## src/hdl/rycc_pkg.sv

```systemverilog
// shared types and constants for the rgb/ycbcr full range converter
package rycc_pkg;

  localparam int WORD_W = 16;
  localparam int COEF_W = 18;
  localparam int OPND_W = 17;
  localparam int PROD_W = COEF_W + OPND_W;
  localparam int ACC_W  = PROD_W + 3;
  localparam int FRAC_BITS = 16;
  localparam int NCHAN = 3;

  typedef logic [WORD_W-1:0]        word_t;
  typedef logic signed [COEF_W-1:0] coef_t;
  typedef logic signed [OPND_W-1:0] opnd_t;
  typedef logic signed [PROD_W-1:0] prod_t;
  typedef logic signed [ACC_W-1:0]  acc_t;

  typedef enum logic {
    DIR_FWD = 1'b0,
    DIR_INV = 1'b1
  } dir_t;

  typedef enum logic [2:0] {
    PV_FULL        = 3'd0,
    PV_GRAY_C0     = 3'd1,
    PV_GRAY_C1     = 3'd2,
    PV_GRAY_C2     = 3'd3,
    PV_KEEP_C0     = 3'd4,
    PV_KEEP_C1     = 3'd5,
    PV_KEEP_C2     = 3'd6,
    PV_KEEP_C0_ALT = 3'd7
  } pv_t;

  localparam int CFG_IDX_W  = 1;
  localparam int CFG_DATA_W = 3;
  localparam logic [CFG_IDX_W-1:0] CFG_IDX_DIRECTION = 1'b0;
  localparam logic [CFG_IDX_W-1:0] CFG_IDX_PREVIEW   = 1'b1;

  // q16 coefficients, row per output channel, column per input channel
  localparam coef_t COEF_FWD [NCHAN][NCHAN] = '{
    '{ 18'sd19595,  18'sd38470,  18'sd7471 },
    '{-18'sd11056, -18'sd21712,  18'sd32768},
    '{ 18'sd32768, -18'sd27440, -18'sd5328 }
  };

  localparam coef_t COEF_INV [NCHAN][NCHAN] = '{
    '{18'sd65536,  18'sd0,      18'sd91881},
    '{18'sd65536, -18'sd22554, -18'sd46802},
    '{18'sd65536,  18'sd116130, 18'sd0    }
  };

  localparam acc_t ROUND_HALF = acc_t'(64'd1 << (FRAC_BITS - 1));

endpackage

```

## src/hdl/rgb_ycbcr_full_range_convert_unit.sv

```systemverilog
// top level of the rgb/ycbcr full range converter
//
// Converts one pixel per word between RGB and full-range YCbCr (JFIF coefficients).
// Input channel: in_valid / in_stall with three samples and a last-pixel mark.
// Result channel: out_valid / out_stall with three saturated samples and the mark.
// Configuration: cfg_we writes cfg_data into the register chosen by cfg_index
// (0 direction, 1 preview mode); write only while no word is in flight.
// Pipeline: input register, product register, result register; a word passes
// through them in that order. One word per cycle is sustained while out_stall is low,
// set by the three registered stages each taking a word per clock.
// A stalled result holds; empty stages still fill behind it, and in_stall rises
// only once every stage holds a word that cannot move.
// Reset (rst_n low at a clock edge) empties all stages and sets direction to
// forward and preview mode to full conversion.
// SAMPLE_BITS sets the sample range; higher input bits are ignored.
module rgb_ycbcr_full_range_convert_unit #(
  parameter int SAMPLE_BITS = 16
) (
  input  logic                                clk,
  input  logic                                rst_n,
  input  logic                                cfg_we,
  input  logic [rycc_pkg::CFG_IDX_W-1:0]      cfg_index,
  input  logic [rycc_pkg::CFG_DATA_W-1:0]     cfg_data,
  input  logic                                in_valid,
  output logic                                in_stall,
  input  logic [rycc_pkg::WORD_W-1:0]         in_chan0_in,
  input  logic [rycc_pkg::WORD_W-1:0]         in_chan1_in,
  input  logic [rycc_pkg::WORD_W-1:0]         in_chan2_in,
  input  logic                                in_pixel_last,
  output logic                                out_valid,
  input  logic                                out_stall,
  output logic [rycc_pkg::WORD_W-1:0]         out_chan0_out,
  output logic [rycc_pkg::WORD_W-1:0]         out_chan1_out,
  output logic [rycc_pkg::WORD_W-1:0]         out_chan2_out,
  output logic                                out_pixel_last_out
);

  localparam int V_W = rycc_pkg::ACC_W - rycc_pkg::FRAC_BITS;
  localparam rycc_pkg::word_t SMASK =
    rycc_pkg::WORD_W'((64'd1 << SAMPLE_BITS) - 64'd1);
  localparam rycc_pkg::word_t SMID16 = rycc_pkg::WORD_W'(64'd1 << (SAMPLE_BITS - 1));
  localparam rycc_pkg::opnd_t SMID17 = rycc_pkg::OPND_W'(64'd1 << (SAMPLE_BITS - 1));
  localparam rycc_pkg::acc_t CHROMA_BIAS =
    rycc_pkg::ACC_W'(64'd1 << (SAMPLE_BITS - 1 + rycc_pkg::FRAC_BITS));
  localparam logic [V_W-1:0] SMAX_V = V_W'(SMASK);

  // configuration
  rycc_pkg::dir_t dir_r;
  rycc_pkg::pv_t  pv_r;

  always_ff @(posedge clk) begin
    if (!rst_n) begin
      dir_r <= rycc_pkg::DIR_FWD;
      pv_r  <= rycc_pkg::PV_FULL;
    end else if (cfg_we) begin
      unique case (cfg_index)
        rycc_pkg::CFG_IDX_DIRECTION: dir_r <= rycc_pkg::dir_t'(cfg_data[0]);
        rycc_pkg::CFG_IDX_PREVIEW:   pv_r  <= rycc_pkg::pv_t'(cfg_data);
        default: ;
      endcase
    end
  end

  // stage handshake
  logic s1_valid_r, s2_valid_r, out_valid_r;
  logic s1_move, s2_move, out_move;

  assign out_move = !out_valid_r || !out_stall;
  assign s2_move  = !s2_valid_r || out_move;
  assign s1_move  = !s1_valid_r || s2_move;
  assign in_stall = !s1_move;

  // stage 1: masked input samples
  rycc_pkg::word_t s1_chan_r [rycc_pkg::NCHAN];
  logic            s1_last_r;

  always_ff @(posedge clk) begin
    if (!rst_n) begin
      s1_valid_r <= 1'b0;
    end else if (s1_move) begin
      s1_valid_r <= in_valid;
    end
  end

  always_ff @(posedge clk) begin
    if (s1_move && in_valid) begin
      s1_chan_r[0] <= in_chan0_in & SMASK;
      s1_chan_r[1] <= in_chan1_in & SMASK;
      s1_chan_r[2] <= in_chan2_in & SMASK;
      s1_last_r    <= in_pixel_last;
    end
  end

  // stage 2: preview select and products
  rycc_pkg::word_t ch    [rycc_pkg::NCHAN];
  rycc_pkg::opnd_t opnd  [rycc_pkg::NCHAN];
  rycc_pkg::coef_t coef_sel [rycc_pkg::NCHAN][rycc_pkg::NCHAN];
  rycc_pkg::prod_t s2_prod_nxt [rycc_pkg::NCHAN][rycc_pkg::NCHAN];
  rycc_pkg::prod_t s2_prod_r   [rycc_pkg::NCHAN][rycc_pkg::NCHAN];
  logic            s2_gray_nxt, s2_gray_r;
  rycc_pkg::word_t s2_gray_val_nxt, s2_gray_val_r;
  logic            s2_last_r;

  always_comb begin
    ch              = s1_chan_r;
    s2_gray_nxt     = 1'b0;
    s2_gray_val_nxt = s1_chan_r[0];
    if (dir_r == rycc_pkg::DIR_INV) begin
      case (pv_r) inside
        rycc_pkg::PV_GRAY_C0: begin
          s2_gray_nxt     = 1'b1;
          s2_gray_val_nxt = s1_chan_r[0];
        end
        rycc_pkg::PV_GRAY_C1: begin
          s2_gray_nxt     = 1'b1;
          s2_gray_val_nxt = s1_chan_r[1];
        end
        rycc_pkg::PV_GRAY_C2: begin
          s2_gray_nxt     = 1'b1;
          s2_gray_val_nxt = s1_chan_r[2];
        end
        rycc_pkg::PV_KEEP_C0, rycc_pkg::PV_KEEP_C0_ALT: begin
          ch[1] = SMID16;
          ch[2] = SMID16;
        end
        rycc_pkg::PV_KEEP_C1: begin
          ch[0] = SMID16;
          ch[2] = SMID16;
        end
        rycc_pkg::PV_KEEP_C2: begin
          ch[0] = SMID16;
          ch[1] = SMID16;
        end
        default: ;
      endcase
    end
    for (int i = 0; i < rycc_pkg::NCHAN; i++) begin
      if (dir_r == rycc_pkg::DIR_INV && i != 0) begin
        opnd[i] = {1'b0, ch[i]} - SMID17;
      end else begin
        opnd[i] = {1'b0, ch[i]};
      end
    end
    for (int j = 0; j < rycc_pkg::NCHAN; j++) begin
      for (int i = 0; i < rycc_pkg::NCHAN; i++) begin
        coef_sel[j][i] = (dir_r == rycc_pkg::DIR_INV) ? rycc_pkg::COEF_INV[j][i]
                                                      : rycc_pkg::COEF_FWD[j][i];
        s2_prod_nxt[j][i] = coef_sel[j][i] * opnd[i];
      end
    end
  end

  always_ff @(posedge clk) begin
    if (!rst_n) begin
      s2_valid_r <= 1'b0;
    end else if (s2_move) begin
      s2_valid_r <= s1_valid_r;
    end
  end

  always_ff @(posedge clk) begin
    if (s2_move && s1_valid_r) begin
      s2_prod_r     <= s2_prod_nxt;
      s2_gray_r     <= s2_gray_nxt;
      s2_gray_val_r <= s2_gray_val_nxt;
      s2_last_r     <= s1_last_r;
    end
  end

  // stage 3: sum, round half up, saturate, or pass the gray preview sample
  function automatic rycc_pkg::word_t round_sat(input rycc_pkg::acc_t acc);
    logic [V_W-1:0] v;
    v = acc[rycc_pkg::ACC_W-1:rycc_pkg::FRAC_BITS];
    if (acc[rycc_pkg::ACC_W-1]) begin
      return '0;
    end else if (v > SMAX_V) begin
      return SMASK;
    end else begin
      return v[rycc_pkg::WORD_W-1:0];
    end
  endfunction

  rycc_pkg::acc_t  acc [rycc_pkg::NCHAN];
  rycc_pkg::word_t out_chan_nxt [rycc_pkg::NCHAN];
  rycc_pkg::word_t out_chan_r   [rycc_pkg::NCHAN];
  logic            out_last_r;

  always_comb begin
    for (int j = 0; j < rycc_pkg::NCHAN; j++) begin
      acc[j] = rycc_pkg::ACC_W'(s2_prod_r[j][0]) + rycc_pkg::ACC_W'(s2_prod_r[j][1])
             + rycc_pkg::ACC_W'(s2_prod_r[j][2]) + rycc_pkg::ROUND_HALF;
      if (dir_r == rycc_pkg::DIR_FWD && j != 0) begin
        acc[j] = acc[j] + CHROMA_BIAS;
      end
      out_chan_nxt[j] = s2_gray_r ? s2_gray_val_r : round_sat(acc[j]);
    end
  end

  always_ff @(posedge clk) begin
    if (!rst_n) begin
      out_valid_r <= 1'b0;
    end else if (out_move) begin
      out_valid_r <= s2_valid_r;
    end
  end

  always_ff @(posedge clk) begin
    if (out_move && s2_valid_r) begin
      out_chan_r <= out_chan_nxt;
      out_last_r <= s2_last_r;
    end
  end

  assign out_valid          = out_valid_r;
  assign out_chan0_out      = out_chan_r[0];
  assign out_chan1_out      = out_chan_r[1];
  assign out_chan2_out      = out_chan_r[2];
  assign out_pixel_last_out = out_last_r;

  // checks
  a_stall_only_when_full: assert property (@(posedge clk) disable iff (!rst_n)
    in_stall |-> (s1_valid_r && s2_valid_r && out_valid_r && out_stall))
    else $error("input stalled with room in the pipeline");

  a_s1_held: assert property (@(posedge clk) disable iff (!rst_n)
    (s1_valid_r && !s2_move) |=> s1_valid_r)
    else $error("stage 1 word lost while blocked");

  a_s2_held: assert property (@(posedge clk) disable iff (!rst_n)
    (s2_valid_r && !out_move) |=> (s2_valid_r && $stable(s2_last_r)))
    else $error("stage 2 word lost while blocked");

  a_out_range: assert property (@(posedge clk) disable iff (!rst_n)
    out_valid_r |-> (out_chan_r[0] <= SMASK && out_chan_r[1] <= SMASK
                     && out_chan_r[2] <= SMASK))
    else $error("result beyond sample range");

  a_gray_equal: assert property (@(posedge clk) disable iff (!rst_n)
    (s2_valid_r && s2_gray_r && out_move) |=>
      (out_chan_r[0] == out_chan_r[1] && out_chan_r[1] == out_chan_r[2]))
    else $error("gray preview channels differ");

endmodule
```

## config.mk

```make
export PLATFORM = sky130hd
export DESIGN_NAME = rgb_ycbcr_full_range_convert_unit
export DESIGN_NICKNAME = d
export VERILOG_FILES = /design/src/hdl/rycc_pkg.sv /design/src/hdl/rgb_ycbcr_full_range_convert_unit.sv
export SDC_FILE = /design/constraint.sdc
export NUM_CORES = 2
export LEC_CHECK = 0
export BUFFER_PORTS_ARGS = -buffer_cell sky130_fd_sc_hd__buf_2
export CAP_MARGIN = 20
export CORE_UTILIZATION = 40
export DETAILED_ROUTE_END_ITERATION = 6
export PLACE_DENSITY = 0.66
export SLEW_MARGIN = 5
export SYNTH_ARGS = -nofsm -noshare
export SYNTH_HDL_FRONTEND = slang
export SYNTH_SLANG_ARGS = --single-unit
```

## constraint.sdc

```tcl
create_clock -name clk -period 35.6 [get_ports clk]
set_clock_uncertainty 0.1 [all_clocks]
set_input_delay 1.78 -clock clk [delete_from_list [all_inputs] [get_ports clk]]
set_output_delay 1.78 -clock clk [all_outputs]
set_load 0.05 [all_outputs]
```

; ---- Yosys cells after proc, flatten, opt, wreduce, memory -nomap -nowiden
; Index checks and enable logic that the tools add are counted.
; Widths: inputs -> output; s select.
[op_classes]
n_eq_ne = 7
bitwise = 1
n_addsub = 13
n_reduce_logical = 14
multipliers = 9
muxes = 47
n_lt_le_gt_ge = 3
[op_table]
columns = operator, n
row1 = $mux 16, 31
row2 = $mul 18x17->35, 5
row3 = $mux 17, 5
row4 = $add 37x17->38 const B, 2
row5 = $add 38x33->38 const B, 2
row6 = $mux 38, 2
row7 = $add 36x35->37, 2
row8 = $mux 18, 4
row9 = $gt 22x16->1 const B, 3
row10 = $mul 17x16->33, 2
row11 = $mux 48, 1
row12 = $add 36x17->37 const B, 1
row13 = $add 34x35->36, 1
row14 = $add 35x33->36, 1
row15 = $add 35x35->36, 1
row16 = $add 34x34->35, 1
row17 = $mul 17x17->34, 1
row18 = $sub 16x16->17 const B, 2
row19 = $mul 16x17->33, 1
row20 = $eq 3x3->1 const B, 4
row21 = $mux 12, 1
row22 = $eq 3x2->1 const B, 2
row23 = $logic_not 1->1, 5
row24 = $reduce_and 2->1, 2
row25 = 6 further kinds, 12
[totals]
regBits = 431
output_inout_bits = 51
inputBits = 58

; ---- Longest topological paths before layout
[logic_depth]
word_depth = 11
depth_mapped = 32
ltp_nobuf = 29

; ---- Least setup slack after synthesis
; OpenSTA, ideal clock, no wires.
[synth_timing]
kind = input to register
startpoint = input port out_stall
endpoint = register s2_gray_r (enable)
path_stages = 2
n_path_buf = 0
path_slack_ps = 19554
t_arrival_ps = 14954
required_ps = 34509
setup_ps = 991
cell_sequence = and3_1 > nor2b_1
[synth_between]
elab_chain_len = 4
[synth_lines]
columns = item, line_no
row1 = start: declaration, rgb_ycbcr_full_range_convert_unit.sv:31  ; input logic out_stall,
row2 = $logic_not 1->1, rgb_ycbcr_full_range_convert_unit.sv:68  ; assign out_move = !out_valid_r || !out_stall;
row3 = $logic_or 1x1->1, rgb_ycbcr_full_range_convert_unit.sv:68
row4 = $logic_or 1x1->1, rgb_ycbcr_full_range_convert_unit.sv:69  ; assign s2_move = !s2_valid_r || out_move;
row5 = $logic_and 1x1->1, rgb_ycbcr_full_range_convert_unit.sv:162  ; if (s2_move && s1_valid_r) begin
row6 = end signal: assignment, rgb_ycbcr_full_range_convert_unit.sv:164  ; s2_gray_r <= s2_gray_nxt;
row7 = end: declaration, rgb_ycbcr_full_range_convert_unit.sv:100  ; logic s2_gray_nxt, s2_gray_r;
; Every way passes these cells.
; A chain may end at the register's enable or synchronous reset.

==> impl_metrics.yaml <==
run_status:
  outcome: "finished clean"
routing:
  first_pass_iters: 6
  drt_iter0_drc: 3300
  ant_nets: 0
  wl_met3_um: 12120
  drc: 0
  route.met2.wl_um: 92010
  top_layer: "met4"
  avgViaCountPerCell: 5.114
  wl_um: 200100
  wl_per_cell_um: 22.02
  m1WireLength_um: 87010
  num_vias: 46460
timing:
  hold_viol: 0
  tightest_slew_ps: 1201
  rsz0062_at_grt: "no"
  max_freq_mhz: 108.1
  setup_tns_ps: 0
  relSlewSlack_pct: 19.78
  fin_crit_sh_pct: 25.99
  setup_viol: 0
  fin_crit_ps: 9254
  slew_violations: 0
synthesis:
  ys_seq_elements: 399
  ys_types: 87
  syn_inst: 6548
  synth_async_sr_flop_share_pct: 0
  avgSynthCellArea_um2: 10.61
  yosys_warnings: 0
  synth.yosys.seq_area_share_pct: 17.14
  synth-edff-count: 392
  synthFlopType: "edfxtp_1"
  syn-cell-area_um2: 69500
global_routing:
  grt_first_pass_wirelength_um: 303200
  grt_max_degree: 166
  antenna_found_initial: 10
  grt_use_total_pct: 23.33
  gr-total-overflow: 0
  grt_pass1_vias: 49434
final_layout:
  drive_gt1_share_pct: 4.460
  layout_commonest_cell: "inv_1"
  fin_nets: 9162
  syn2layout_area_growth_pct: 7.961
  final_cell_mix: "1723 x inv_1, 1208 x ha_1, 1166 x fa_1"
worst_hold_path:
  hold_depth: 0
  worstHoldStart: "s2_last_r"
  hp-class: "register to register"
  min_to: "out_pixel_last_out"
clocking:
  holdBufCountCts: 0
  cts_tree: "yes"
  cts-resized-gates: 0
  worst_skew_pair.late_latency_ps: 680
  post-cts-setup-buffers: 0
  cts_made_buffers: 50
  root_buffer: "clkbuf_16"
  cts_max_path_buffers: 3
  cts.sinks: 399
  clkTransAtPathRegs_ps: 60
  cts_max_level: 2
worst_setup_path:
  cp.arrival_ps: 9550
  r2r_end: "s2_prod_r[243]"
  r2r_cells: 27
  crit_path_start_kind: "register"
  timing.rr.start: "dir_r"
  r2r_slack_ps: 26350
  crit_required_ps: 35890
  path_max_fanout: 45
  worstSetupPathType: "register to register"
  cp-end-kind: "register"
  cp-startpoint: "dir_r"
floorplan:
  die_w_um: 418.8
  die_h_um: 418.8
  rows: 152
  dieArea_um2: 175400
  fp.coreArea_um2: 172100
  io-pin-count: 109
  initial_core_util_pct: 40.38
run:
  maxCapViolCount: 0
placement:
  gp_congestion: 0.9982
  hpwl_um: 174700
  port_buffers: 108
-- layout make-up --
cell class,instances,area (um2)
Antenna cell,3,7.507
Clock buffer,54,1286
Clock inverter,40,539.3
Fill cell,16356,97080
Inverter,1726,6479
Multi-Input combinational cell,4407,51070
Sequential cell,399,11910
Tap cell,2310,2890
Timing Repair Buffer,146,854.6
-- stage by stage --
step           utilization (%)  cells  cell area [um2]  worst slack [ps]  hold slack, ps
6_report                 43.60   9085            75040             26350           325.9
5_1_grt                  43.59   9082            75030             25950           333.0
3_5_place_dp             42.51   8986            73170             26450           310.7
4_1_cts                  43.57   9080            75000             26430           329.4
2_1_floorplan                -   6595            69680             19550           300.3
3_3_place_gp             42.51   8986            73170             26570           302.6
-- worst max-delay path: stages, from the launching register on --
cell	delay, ps
dfxtp_2	340
buf_4	430
inv_2	320
buf_4	460
a21oi_1	730
nand2_1	320
inv_1	450
fa_1	530
fa_1	550
inv_1	60
fa_1	510
inv_1	60
fa_1	500
fa_1	550
inv_1	70
fa_1	480
inv_1	40
ha_1	350
o21ai_0	110
nand2b_1	80
a21oi_1	80
o21ai_0	250
a211o_1	180
nand2_1	120
o311ai_0	400
a31oi_1	250
o31ai_1	430
xnor2_1	120
-- cell usage after synthesis (all sizes together) (6+ instances only) --
cell type / count / area share, %
buf: 12 / 0.092
a31o: 14 / 0.18
or2: 27 / 0.24
clkbuf: 51 / 0.28
xnor2: 219 / 2.8
o21a: 34 / 0.37
nand2: 294 / 1.6
nor3: 57 / 0.41
nand3: 58 / 0.42
o221ai: 17 / 0.21
edfxtp: 392 / 17
o311ai: 10 / 0.15
and3: 34 / 0.31
dfxtp: 7 / 0.20
o21ai: 145 / 1.0
a21o: 92 / 0.99
a31oi: 36 / 0.32
o21bai: 35 / 0.39
fa: 1166 / 34
and4: 6 / 0.076
a211oi: 39 / 0.43
inv: 1724 / 9.3
nor2b: 77 / 0.70
a21oi: 188 / 1.4
o211ai: 16 / 0.17
a2111oi: 10 / 0.14
nand2b: 44 / 0.40
o31ai: 16 / 0.18
a41oi: 9 / 0.11
nand4: 16 / 0.14
a311oi: 21 / 0.26
or3: 30 / 0.27
o311a: 6 / 0.086
ha: 1208 / 22
nor2: 171 / 0.92
a21boi: 17 / 0.18
and2: 56 / 0.50
mux2i: 18 / 0.26
a211o: 16 / 0.20
xor2: 89 / 1.1
-- routing by layer --
layer  vias up  GRT usage (%)
met3       283          3.169
met5         -              0
met1     23478          31.72
met4         0          8.679
li1      21317              -
met2      1382          37.83
-- worst max path at each step --
stage	slack (ps)	depth (start not counted)	end
2_1_floorplan	19550	2	s2_gray_r
3_3_place_gp	26570	26	s2_prod_r[172]
3_5_place_dp	26450	27	s2_prod_r[243]
4_1_cts	26430	27	s2_prod_r[243]
5_1_grt	25950	30	s2_prod_r[243]
6_report	26350	27	s2_prod_r[243]
-- flip-flops by register name (all words and copies together) (netlist names), 3 cells and up --
signal,count
s2_gray_val_r,16
out_chan0_out,16
pv_r,3
s1_chan_r,48
out_chan2_out,16
s2_prod_r,276
out_chan1_out,16
-- kinds of logic (layout without fill, tap and decap cells) --
kind of cell / count (synthesis) / after routing / synth area share [%]
other: 2 / 52 / 0.01081
adders and majority gates: 2374 / 2374 / 55.33
DFF: 399 / 399 / 17.14
xor gates and xnor gates: 308 / 308 / 3.881
muxes: 19 / 19 / 0.2754
buffers and inverters: 1789 / 1966 / 9.689
AOI/OAI and AO/OA: 761 / 761 / 7.386
and+or+nand+nor: 896 / 896 / 6.288
Power is not shown: default switching activity piles up to over one toggle a cycle in this logic, so the estimate is an artifact.
